==> src/rtl/crm_pkg.sv <==
package crm_pkg;

   localparam int DEF_CAPACITY    = 256;
   localparam int DEF_BUCKETS     = 512;
   localparam int DEF_HANDLE_BITS = 16;
   localparam int QUEUE_DEPTH     = 4;

   localparam logic [31:0] HASH_SEED = 32'd61;
   localparam logic [31:0] HASH_MUL  = 32'h27d4eb2d;

   typedef enum logic [1:0] {
      OP_INSERT = 2'd0,
      OP_ERASE  = 2'd1,
      OP_GET    = 2'd2,
      OP_RSVD   = 2'd3
   } op_type;

   typedef enum logic [1:0] {
      ST_OK        = 2'd0,
      ST_NOT_FOUND = 2'd1,
      ST_DUPLICATE = 2'd2,
      ST_FULL      = 2'd3
   } status_type;

   typedef enum logic [2:0] {
      BK_CLEAR,
      BK_IDLE,
      BK_HEAD,
      BK_WALK,
      BK_CMP,
      BK_ACT,
      BK_ALLOC
   } back_state_type;

   // first half of the mix, before the multiply
   function automatic logic [31:0] hash_pre(input logic [31:0] k);
      logic [31:0] h;
      h = (k ^ HASH_SEED) ^ (k >> 16);
      h = h + (h << 3);
      h = h ^ (h >> 4);
      return h;
   endfunction

   function automatic logic [31:0] hash_post(input logic [31:0] h);
      return h ^ (h >> 15);
   endfunction

endpackage

==> src/rtl/crm_front.sv <==
module crm_front
   import crm_pkg::*;
#(
   parameter int BKT_W       = $clog2(DEF_BUCKETS),
   parameter int HANDLE_BITS = DEF_HANDLE_BITS
) (
   input  logic                   clock,
   input  logic                   reset,
   input  logic                   req_push,
   output logic                   req_full,
   input  logic [1:0]             req_op,
   input  logic [31:0]            req_key,
   input  logic [HANDLE_BITS-1:0] req_handle,
   output logic                   q_push,
   input  logic                   q_full,
   output logic [1:0]             q_op,
   output logic [31:0]            q_key,
   output logic [HANDLE_BITS-1:0] q_handle,
   output logic [BKT_W-1:0]       q_bucket
);

   logic                   s1_v_ff, s2_v_ff;
   logic [1:0]             s1_op_ff, s2_op_ff;
   logic [31:0]            s1_key_ff, s2_key_ff;
   logic [HANDLE_BITS-1:0] s1_hnd_ff, s2_hnd_ff;
   logic [31:0]            s1_h_ff, s2_h_ff;
   logic [31:0]            h_fin;
   logic                   adv;

   // whole pipe moves together; only the tail can block
   assign adv      = !(s2_v_ff && q_full);
   assign req_full = !adv;
   assign q_push   = s2_v_ff && !q_full;
   assign h_fin    = hash_post(s2_h_ff);
   assign q_op     = s2_op_ff;
   assign q_key    = s2_key_ff;
   assign q_handle = s2_hnd_ff;
   assign q_bucket = h_fin[BKT_W-1:0];

   always_ff @(posedge clock) begin
      if (reset) begin
         s1_v_ff <= 1'b0;
         s2_v_ff <= 1'b0;
      end else if (adv) begin
         s1_v_ff <= req_push;
         s2_v_ff <= s1_v_ff;
      end
   end

   always_ff @(posedge clock) begin
      if (adv) begin
         s1_op_ff  <= req_op;
         s1_key_ff <= req_key;
         s1_hnd_ff <= req_handle;
         s1_h_ff   <= hash_pre(req_key);
         s2_op_ff  <= s1_op_ff;
         s2_key_ff <= s1_key_ff;
         s2_hnd_ff <= s1_hnd_ff;
         s2_h_ff   <= s1_h_ff * HASH_MUL;
      end
   end

endmodule

==> config.mk <==
export PLATFORM = sky130hd
export DESIGN_NAME = crm_front
export DESIGN_NICKNAME = d
export VERILOG_FILES = /design/src/rtl/crm_pkg.sv /design/src/rtl/crm_front.sv
export SDC_FILE = /design/constraint.sdc
export NUM_CORES = 1
export LEC_CHECK = 0
export BUFFER_PORTS_ARGS = -buffer_cell sky130_fd_sc_hd__buf_2
export CAP_MARGIN = 20
export CORE_MARGIN = 2
export CORE_UTILIZATION = 50
export DETAILED_ROUTE_END_ITERATION = 7
export PLACE_DENSITY = 0.7
export SLEW_MARGIN = 10
export SYNTH_ARGS = -nofsm -noshare
export SYNTH_HDL_FRONTEND = slang
export SYNTH_SLANG_ARGS = --single-unit
==> constraint.sdc <==
create_clock -name clock -period 13.7 [get_ports clock]
set_input_delay 2.74 -clock clock [delete_from_list [all_inputs] [get_ports clock]]
set_output_delay 2.74 -clock clock [all_outputs]
set_load 0.05 [all_outputs]
After elaboration in Yosys (flattened, before gate mapping)
Index checks and enable logic that the tools add are counted.
- register bits after elaboration: 158
- input port bits: 54
- output and inout bits: 61
- logic and storage cells: 19
- add/sub/neg operators: 1
- multiply operators: 1
- bitwise operators: 4
- reduce and logical (&&, ||, !) cells: 3
- operators with widths (cell ; number):
    32-bit adder ; 1
    32-bit by 30-bit multiplier with 24-bit output, second input constant ; 1
    32-bit by 16-bit XOR with 32-bit output ; 1
    32-bit by 28-bit XOR with 32-bit output ; 1
    9-bit XOR ; 1
    5-bit inverter ; 1
    1-bit logical AND ; 2
    1-bit logical NOT ; 1

Depth between registers and ports, before layout
- depth in word-level cells: 4
- depth in mapped cells: 21
- gate-level depth less buffers: 21

Worst setup path after synthesis
No wires, ideal clock.
- path type: input port to output port
- start: in q_full
- end: out req_full
- data arrival time: 7.024 ns
- path slack: 3.936 ns
- cell stages on the path: 2
- cell sequence: nand2_1 -> inv_1
- cells in the longest elaborated chain, start to end: 1
- ends and longest elaborated chain (what ; line ; RTL):
    start, declared ; crm_front.sv:15 ; input logic q_full,
    1-bit logical AND ; crm_front.sv:31 ; assign adv = !(s2_v_ff && q_full);
    end, declared ; crm_front.sv:10 ; output logic req_full,
No other way between the ends.

Worst setup path in the final report
Same ends and word-level chain as after synthesis.

==> results_dict.tcl <==
set metrics [dict create \
    status "complete, no violations" \
    r2r_slack_ns 7.57 \
    crit_end "req_full" \
    cp.required_ns 10.96 \
    skew_ns 0.00888 \
    crit_type "in2out" \
    yosysUniqueCellTypes 50 \
    syn_inst 890 \
    ctsResizeCount 0 \
    worst_skew_pair.late_latency_ns 0.44 \
    r2r_end "s2_h_ff[23]$_DFFE_PN_" \
    fp.dieW_um 152 \
    reg2reg_depth 16 \
    drive_gt1_frac 0.152 \
    firstDrtPassIters 5 \
    drtAntennaViolNets 0 \
    hold_viol 0 \
    num_antenna_cells 0 \
    dp_hpwl_um 17300 \
    core.rowCount 54 \
    synthesis.area_um2 11000 \
    use_met1 0.239 \
    synth_fp_nets 1187 \
    antenna_found_initial 0 \
    relSlewSlack 0.395 \
    cap_violations 0 \
    synth_edf_count 142 \
    fin_crit_sh 0.486 \
    use_met3 0.0472 \
    cts-root-buf "clkbuf_16" \
    cts_hold_buf 0 \
    grt_start_max_net_pins 75 \
    die_y_um 152 \
    clock-sinks 144 \
    drc_errors 0 \
    synth.most_common_cell "inv_1" \
    r2r-start "s1_h_ff[1]$_DFFE_PN_" \
    avgSynthCellArea_um2 12.4 \
    grt-ovfl-total 0 \
    start_util 0.508 \
    busiest_layer "met2" \
    io_buffers 114 \
    via_per_inst 5.02 \
    ys_seq_area_frac 0.391 \
    hp-class "reg2reg" \
    synth_common_cells "inv_1, edfxtp_1, ha_1, fa_1, xnor2_1" \
    clk_pin_slew_ns 0.06 \
    worstMarginPinSlew_ns 0.907 \
    core_um2 21700 \
    rsz0062_at_grt "false" \
    cts_tree "done" \
    numCtsBuffers 17 \
    syn_to_final_growth_pct 14.1 \
    crit_start "q_full" \
    synthFlopType "edfxtp_1" \
    gp_congestion 0.901 \
    routed_wl_um 21700 \
    grt_pass1_wl_um 35300 \
    ys_top_cells_by_area "edfxtp_1, fa_1, ha_1, inv_1, xnor2_1" \
    met2_usage 0.345 \
    synth_top_area_share 0.387 \
    final.setup.tns_ns 0 \
    ys_seq_elements 144 \
    vias 6571 \
    h-tree-depth 4 \
    crit_fanout 71 \
    fin_nets 1314 \
    drv_slew 0 \
    clock.fmax_ghz 0.150 \
    num_io_pins 115 \
    setup_viol 0 \
    grt_pass1_vias 7092 \
    cp.arrival_ns 3.92 \
    yosysWarnings 0 \
    whs_ns 0.419 \
    cts_buffer_depth 2 \
    post-route-min-period_ns 6.66 \
    die_area_um2 23200 \
    grt.total_usage 0.196 \
    cp-end-kind "output port" \
    wl_per_cell_um 16.5 \
    post-cts-setup-buffer-count 0 \
    first_iter_violations 299 \
    synthArstFlopShare 0 \
    worstSetupStartpointType "input pin" \
    yosys.area.top_type "edfxtp_1" \
]
registers in the layout, summed over array words and instances, names as in the netlist:
register   count
s1_hnd_ff     16
q_op           2
s1_op_ff       2
s1_key_ff     32
q_key         32
s2_v_ff        1
s2_h_ff       18
q_handle      16
s1_h_ff       24
s1_v_ff        1
worst min-delay path by stage:
stage	startpoint	end	slack [ns]	cells after the start
floorplan	s1_hnd_ff[0]$_DFFE_PN_	q_handle[0]$_DFFE_PN_	0.40	0
global placement	s1_hnd_ff[2]$_DFFE_PN_	q_handle[2]$_DFFE_PN_	0.40	0
detailed placement	s1_key_ff[14]$_DFFE_PN_	q_key[14]$_DFFE_PN_	0.40	0
CTS	s1_key_ff[7]$_DFFE_PN_	q_key[7]$_DFFE_PN_	0.42	0
global route	s1_hnd_ff[15]$_DFFE_PN_	q_handle[15]$_DFFE_PN_	0.43	0
finish	s1_hnd_ff[2]$_DFFE_PN_	q_handle[2]$_DFFE_PN_	0.42	0
cell type report:
cell class	count	area [µm²]
clock buffer	18	429
clock inverter	14	219
fill	1768	9120
inverter	213	800
multi-input combinational	526	5890
sequential	144	4300
tap	280	350
timing repair buffer	115	578
cells by family after synthesis:
logic type / after synthesis / share of synthesized area
XOR/XNOR: 111 / 0.0908
flip-flops: 144 / 0.391
buffers and inverters: 220 / 0.0750
AND/OR/NAND/NOR: 73 / 0.0316
multiplexers: 2 / 0.00182
AO/OA/AOI/OAI: 97 / 0.0641
adder cells (fa/ha/maj): 243 / 0.346
cell usage in the layout (no fill, tap or decap), types with 4 or more instances in the layout:
cell	instances
nor2_1	23
inv_1	213
nand3_1	8
buf_2	114
o21ai_0	10
fa_1	102
nand2_1	13
edfxtp_1	142
o21a_1	7
a21oi_1	28
nor3_1	10
bufinv_16	4
ha_1	141
clkbuf_16	17
a21o_1	17
nor2b_1	4
xor2_1	43
a211oi_1	4
xnor2_1	66
inv_8	5
per-layer routing:
| metal | vias up | wire, µm |
|---|---|---|
| met5 | - | 0 |
| met3 | 30 | 1060 |
| met2 | 166 | 11300 |
| li1 | 3186 | - |
| met4 | 0 | 332 |
| met1 | 3189 | 8920 |
critical path: stages:
cell and delay, ns:
buf_2 0.12, nand2_4 0.62, inv_1 0.16, buf_2 0.26
per-stage QoR:
step                cell area (µm²)  setup WS (ns)  instances  utilization
floorplan                     11000           3.94        890            -
global placement              11900           7.04       1278        0.550
detailed placement            11900           7.01       1278        0.550
CTS                           12600           7.00       1310        0.579
global route                  12600           6.87       1310        0.579
finish                        12600           7.04       1310        0.579
Power is left out: the tool's default activity adds up to more than one toggle a clock period on the data nets, which glitch-free logic cannot reach.
