File: src/rtl/crm_pkg.sv
package crm_pkg;

   localparam int DEF_CAPACITY    = 256;
   localparam int DEF_BUCKETS     = 512;
   localparam int DEF_HANDLE_BITS = 16;
   localparam int QUEUE_DEPTH     = 4;

   localparam logic [31:0] HASH_SEED = 32'd61;
   localparam logic [31:0] HASH_MUL  = 32'h27d4eb2d;

   typedef enum logic [1:0] {
      OP_INSERT = 2'd0,
      OP_ERASE  = 2'd1,
      OP_GET    = 2'd2,
      OP_RSVD   = 2'd3
   } op_type;

   typedef enum logic [1:0] {
      ST_OK        = 2'd0,
      ST_NOT_FOUND = 2'd1,
      ST_DUPLICATE = 2'd2,
      ST_FULL      = 2'd3
   } status_type;

   typedef enum logic [2:0] {
      BK_CLEAR,
      BK_IDLE,
      BK_HEAD,
      BK_WALK,
      BK_CMP,
      BK_ACT,
      BK_ALLOC
   } back_state_type;

   // first half of the mix, before the multiply
   function automatic logic [31:0] hash_pre(input logic [31:0] k);
      logic [31:0] h;
      h = (k ^ HASH_SEED) ^ (k >> 16);
      h = h + (h << 3);
      h = h ^ (h >> 4);
      return h;
   endfunction

   function automatic logic [31:0] hash_post(input logic [31:0] h);
      return h ^ (h >> 15);
   endfunction

endpackage

File: src/rtl/crm_queue.sv
module crm_queue
   import crm_pkg::*;
#(
   parameter int WIDTH = 8,
   parameter int DEPTH = QUEUE_DEPTH
) (
   input  logic             clock,
   input  logic             reset,
   input  logic             push,
   output logic             full,
   input  logic [WIDTH-1:0] wdata,
   input  logic             pop,
   output logic             empty,
   output logic [WIDTH-1:0] rdata
);

   localparam int PTR_W = (DEPTH > 1) ? $clog2(DEPTH) : 1;
   localparam int CNT_W = $clog2(DEPTH + 1);

   logic [WIDTH-1:0] slot_ff [DEPTH];
   logic [PTR_W-1:0] wr_ff, wr_in, rd_ff, rd_in;
   logic [CNT_W-1:0] cnt_ff, cnt_in;
   logic             do_push, do_pop;

   assign full    = (cnt_ff == CNT_W'(DEPTH));
   assign empty   = (cnt_ff == '0);
   assign do_push = push && !full;
   assign do_pop  = pop && !empty;
   assign rdata   = slot_ff[rd_ff];

   always_comb begin
      wr_in  = do_push ? ((wr_ff == PTR_W'(DEPTH - 1)) ? '0 : wr_ff + 1'b1) : wr_ff;
      rd_in  = do_pop  ? ((rd_ff == PTR_W'(DEPTH - 1)) ? '0 : rd_ff + 1'b1) : rd_ff;
      cnt_in = cnt_ff + CNT_W'(do_push) - CNT_W'(do_pop);
   end

   always_ff @(posedge clock) begin
      if (reset) begin
         wr_ff  <= '0;
         rd_ff  <= '0;
         cnt_ff <= '0;
      end else begin
         wr_ff  <= wr_in;
         rd_ff  <= rd_in;
         cnt_ff <= cnt_in;
      end
   end

   always_ff @(posedge clock) begin
      if (do_push) begin
         slot_ff[wr_ff] <= wdata;
      end
   end

endmodule

File: config.mk
export PLATFORM = sky130hd
export DESIGN_NAME = crm_queue
export DESIGN_NICKNAME = d
export VERILOG_FILES = /design/src/rtl/crm_pkg.sv /design/src/rtl/crm_queue.sv
export SDC_FILE = /design/constraint.sdc
export NUM_CORES = 1
export LEC_CHECK = 0
export BUFFER_PORTS_ARGS = -buffer_cell sky130_fd_sc_hd__buf_2
export CAP_MARGIN = 20
export CORE_MARGIN = 2
export CORE_UTILIZATION = 45
export CTS_CLUSTER_SIZE = 16
export DETAILED_ROUTE_END_ITERATION = 8
export PLACE_DENSITY = 0.67
export SYNTH_ARGS = -nofsm -noshare
export SYNTH_HDL_FRONTEND = slang
export SYNTH_SLANG_ARGS = --single-unit
File: constraint.sdc
create_clock -name clock -period 2.2 [get_ports clock]
set_input_delay 0.11 -clock clock [delete_from_list [all_inputs] [get_ports clock]]
set_output_delay 0.11 -clock clock [all_outputs]
set_load 0.01 [all_outputs]
Word level (Yosys, flattened, before mapping)
Memories as Yosys holds them, arrays and structs flattened. A register that Yosys moved wholly into a read port is not among the register bits.
Cells that the tools add are included.
- add/subtract/negate cells: 4
- multipliers: 0
- div/mod/pow operators: 0
- magnitude comparators: 0
- equal/unequal tests: 3
- shift-type cells: 0
- multiplexer cells: 6
- bitwise logic cells: 0
- reduce and logical (&&, ||, !) cells: 5
- operators by type and width (cell ; count):
    $mux 2 ; 4
    $add 2x1->2 const B ; 2
    $eq 2x2->1 const B ; 2
    $add 3x1->3 ; 1
    $eq 3x3->1 const B ; 1
    $logic_not 3->1 ; 1
    $sub 3x1->3 ; 1
    $logic_and 1x1->1 ; 2
    $logic_not 1->1 ; 2
    $mux 1 ; 2
- register bits after elaboration: 7
- latch bits: 0
- bits in writable memories: 32
- memory bits (read-only): 0
- input bits: 12
- logic and storage cells: 22
- memories kept: 1
- memory list (name ; words ; bits a word ; read ports ; clocked after memory_dff ; write ports ; RTL line ; text):
    slot_ff ; 4 ; 8 ; 1 ; 1 ; 1 ; crm_queue.sv:20 ; logic [WIDTH-1:0] slot_ff [DEPTH];

Longest topological paths before layout
- word-level depth: 5
- gate-level depth with buffers: 11
- mapped depth without buffers: 10

Worst setup path before layout
No wires, ideal clock.
- path type: register to register
- from: reg cnt_ff[2]
- to: reg cnt_ff[2]
- setup time: 115 ps
- data arrival time: 2071 ps
- data required time: 2085 ps
- setup slack: 14 ps
- stages on the path, launching flop included: 12
- buffers on the path: 1
- clock period less this slack: 2186 ps
- cells stage by stage: dfxtp_1 > or3b_1 > buf_6 > and2_4 > inv_1 > ha_1 > inv_1 > ha_1 > fa_1 > xnor2_1 > xnor2_1 > nor2_1
- longest elaborated chain between the ends: 5
- elaborated cells on any way between the ends: 8
- RTL lines (what ; RTL line ; text):
    start: declaration ; crm_queue.sv:22 ; logic [CNT_W-1:0] cnt_ff, cnt_in;
    start signal: assignment ; crm_queue.sv:45 ; cnt_ff <= cnt_in;
    $eq 3x3->1 ; crm_queue.sv:25 ; assign full = (cnt_ff == CNT_W'(DEPTH));
    $logic_not 1->1 ; crm_queue.sv:27 ; assign do_push = push && !full;
    $logic_and 1x1->1 ; crm_queue.sv:27 ;
    $add 3x1->3 ; crm_queue.sv:34 ; cnt_in = cnt_ff + CNT_W'(do_push) - CNT_W'(do_pop);
    $sub 3x1->3 (*) ; crm_queue.sv:34 ;
Mark *: on every way between the ends. The rest lies on a longest branch, timed or not.
A chain may end at the register's enable or synchronous reset.

Worst setup path in the final report
- from: reg cnt_ff[0]
- to: reg cnt_ff[2]
The elaborated chain is that of the path after synthesis.

==> load_flow_metrics.sql <==
INSERT INTO impl_metrics (metric_group, metric, value, unit) VALUES
('logic_synthesis', 'synth.net_count', '112', ''),
('setup_path', 'category_of_the_worst_setup_path_capture_point', 'flop', ''),
('run', 'drv.max_cap_violation_count', '0', ''),
('clock_network', 'cts_num_sinks', '41', ''),
('floorplan', 'die-width', '64.3', 'um'),
('logic_synthesis', 'post_synth_and_or_nand_nor_area_fraction', '0.0573', ''),
('floorplan', 'initial_core_util', '0.479', ''),
('final_layout', 'layout_cell_share_with_drive_strength_beyond_1', '0.436', ''),
('clock_network', 'clk_latency', '0.34', 'ns'),
('pwr', 'peakVddDrop', '0.590', 'mV'),
('detailed_routing', 'postRouteAntennaNets', '0', ''),
('logic_synthesis', 'synth-compound-area-share', '0.0229', ''),
('clock_network', 'clk_root_buffer_cell', 'clkbuf_4', ''),
('hold_path', 'whs_endpoint', 'cnt_ff[2]$_SDFF_PP0_', ''),
('setup_path', 'r2r_end', 'cnt_ff[2]$_SDFF_PP0_', ''),
('pwr', 'cellLeakagePower', '0.766', 'nW'),
('hold_path', 'worst_hold_path_cell_count', '2', ''),
('floorplan', 'chipHeight', '64.3', 'um'),
('sta', 'achievable-frequency', '0.457', 'GHz'),
('logic_synthesis', 'yosys.area_share.adder', '0.0657', ''),
('setup_path', 'worst-setup-path-type', 'flop to flop', ''),
('sta', 'hold_ws', '0.0356', 'ns'),
('pwr', 'p_total', '1.99', 'mW'),
('floorplan', 'fp-row-count', '21', ''),
('sta', 'worst_pin_slew', '0.525', 'ns'),
('detailed_routing', 'vias_per_cell', '4.96', ''),
('sta', 'final_min_period_over_clock_period', '0.995', ''),
('grt', 'grt_antenna_before_repair', '0', ''),
('sta', 'rsz0062_at_grt', 'true', ''),
('logic_synthesis', 'postSynthAreaPerCell', '17.8', 'sq um'),
('detailed_routing', 'avgRoutedWirePerCell', '15.1', 'um'),
('logic_synthesis', 'synthDominantCellAreaShare', '0.587', ''),
('placement', 'post_dp_cell_area', '0.00180', 'sq mm'),
('hold_path', 'worst_hold_startpoint', 'reset', ''),
('logic_synthesis', 'postSynthCellCount', '92', ''),
('sta', 'fin_skew', '0.00752', 'ns'),
('clock_network', 'clkSlewWorstSetupHoldPaths', '0.11', 'ns'),
('hold_path', 'hp-class', 'input pin to flop', ''),
('sta', 'fin_crit', '2.19', 'ns'),
('placement', 'place_congestion', '0.647', ''),
('logic_synthesis', 'synth-xor-area-share', '0.0107', ''),
('logic_synthesis', 'post_synth_main_area_contributors', 'edfxtp_1 59%, dfxtp_1 11%, mux4_2 11%, ha_1 5.3%, inv_1 1.8%', ''),
('placement', 'hpwlAfterDp', '1810', 'um'),
('logic_synthesis', 'netlist.top_cell.by_area', 'edfxtp_1', ''),
('setup_path', 'critPathRequiredTime', '2.43', 'ns'),
('logic_synthesis', 'yosys.cell_types.count', '25', ''),
('placement', 'port_buffers', '21', ''),
('setup_path', 'r2r_slack', '0.01', 'ns'),
('grt', 'first_pass_grt_wire_length', '4720', 'um'),
('clock_network', 'number_of_buffers_created_by_cts', '5', ''),
('logic_synthesis', 'yosysWarnings', '0', ''),
('clock_network', 'cts_buffer_depth', '2', ''),
('final_layout', 'area.growth.synth_to_final', '23.3', '%'),
('grt', 'vias_in_the_first_global_route', '990', ''),
('clock_network', 'cts.htree.levels', '2', ''),
('status', 'status', 'finished, final reports clean', ''),
('grt', 'grt_util_all_layers', '0.157', ''),
('setup_path', 'r2r.worst_path.cells', '10', ''),
('setup_path', 'worst_path_arrival_time', '2.42', 'ns'),
('sta', 'final_max_slew_viol_count', '0', ''),
('setup_path', 'setup.worst_path.start_class', 'flop', ''),
('setup_path', 'critical_path.reg2reg.startpoint', 'cnt_ff[0]$_SDFF_PP0_', ''),
('final_layout', 'finish.instance_area', '0.00202', 'sq mm'),
('floorplan', 'io_pins', '22', ''),
('pwr', 'powerDensity', '987', 'mW/mm^2'),
('final_layout', 'final_nets', '152', ''),
('detailed_routing', 'detailed_route_wire_length', '2690', 'um'),
('logic_synthesis', 'synth.ff_latch_count', '41', ''),
('logic_synthesis', 'dominant_combinational_cell_family_by_area_after_synthesis', 'multiplexers', ''),
('logic_synthesis', 'muxShareOfSynthArea', '0.116', ''),
('detailed_routing', 'drc_errors', '0', '');
[through the flow]
| stage | setup WS (ns) | TNS (ns) | instances | util |
|---|---|---|---|---|
| after floorplan | 0.0144 | 0 | 92 | - |
| after global placement | 0.0722 | 0 | 158 | 0.526 |
| after detailed placement | 0.00479 | 0 | 158 | 0.526 |
| after CTS | 0.000237 | 0 | 176 | 0.570 |
| after global routing | -0.0839 | -0.0839 | 179 | 0.591 |
| final | 0.0114 | 0 | 179 | 0.591 |
[cells in the mapped netlist, drive strengths merged]
| cell type | instances |
|---|---|
| xnor2 | 2 |
| nor3 | 2 |
| buf | 3 |
| nor2b | 2 |
| a21oi | 2 |
| or3 | 1 |
| a21o | 1 |
| and3 | 4 |
| mux4 | 8 |
| ha | 7 |
| inv | 8 |
| dfxtp | 9 |
| nand3 | 2 |
| mux2i | 1 |
| nor2 | 2 |
| edfxtp | 32 |
| or3b | 1 |
| fa | 1 |
| and2 | 1 |
| o31ai | 2 |
| nand2 | 1 |
[power by group]
group          leakage [nW]  switching, mW  internal (mW)
sequential            0.368         0.0787          0.950
combinational         0.366          0.274          0.341
clock                0.0310          0.229          0.121
total                 0.766          0.582           1.41
[critical path, cell delays in order, from the launching register on]
cell	delay, ns
dfxtp_4	0.37
or3b_4	0.39
and2_4	0.18
inv_4	0.05
ha_4	0.11
inv_2	0.04
ha_4	0.15
fa_2	0.39
xnor2_2	0.14
xnor2_1	0.19
nor2_1	0.07
[kinds of logic (layout without fill, tap and decap cells)]
logic type               after synthesis  count (layout)
AND/OR/NAND/NOR                       16              16
AO/OA/AOI/OAI                          5               5
buffers and inverters                 11              52
XOR/XNOR                               2               2
adder cells (fa/ha/maj)                8               8
flip-flops                            41              41
multiplexers                           9               9
[area by class of cell]
type | instances | area, sq um
fill | 285 | 1400
sequential | 41 | 1150
multi-input combinational | 40 | 489
timing repair buffer | 36 | 238
tap | 46 | 57.6
clock buffer | 5 | 37.5
inverter | 8 | 32.5
clock inverter | 3 | 17.5
[cell usage in the layout (no fill, tap or decap), types with 3 or more instances in the layout]
cell and n:
buf_2 21, mux4_2 8, ha_1 5, inv_1 6, clkbuf_4 5, dfxtp_1 6, edfxtp_1 32, and3_1 3
dlygate4sd3_1 8, buf_4 7
[repair_timing]
| item | CTS | global route |
|---|---|---|
| pin swaps | 2 | 6 |
| setup buffers | 2 | 3 |
| hold buffers | 8 | 0 |
| hold endpoints to repair | 32 | 0 |
| endpoints found under the setup margin | 1 | 1 |
| resized for setup | 2 | 12 |
[worst max-delay path by stage]
stage	from	end	slack, ns	cells past startpoint
4_1_cts	cnt_ff[1]$_SDFF_PP0_	cnt_ff[2]$_SDFF_PP0_	0.0002	10
2_1_floorplan	cnt_ff[2]$_SDFF_PP0_	cnt_ff[2]$_SDFF_PP0_	0.01	11
3_5_place_dp	cnt_ff[2]$_SDFF_PP0_	cnt_ff[2]$_SDFF_PP0_	0.005	10
6_report	cnt_ff[0]$_SDFF_PP0_	cnt_ff[2]$_SDFF_PP0_	0.01	10
5_1_grt	cnt_ff[0]$_SDFF_PP0_	cnt_ff[2]$_SDFF_PP0_	-0.08	10
3_3_place_gp	cnt_ff[2]$_SDFF_PP0_	cnt_ff[2]$_SDFF_PP0_	0.07	10
[state kept, by name, summed over array words and instances (netlist names), named ones only]
name / flops
wr_ff: 2
slot_ff: 32
rd_ff: 2
cnt_ff: 3
[layer usage]
layer	track usage	part of all wire	vias up
li1	-	-	429
met1	0.185	0.42	430
met2	0.271	0.53	23
met3	0.0493	0.036	5
met4	0.0559	0.015	0
met5	0	0	-
No activity file was read; power rests on OpenSTA's default activity.
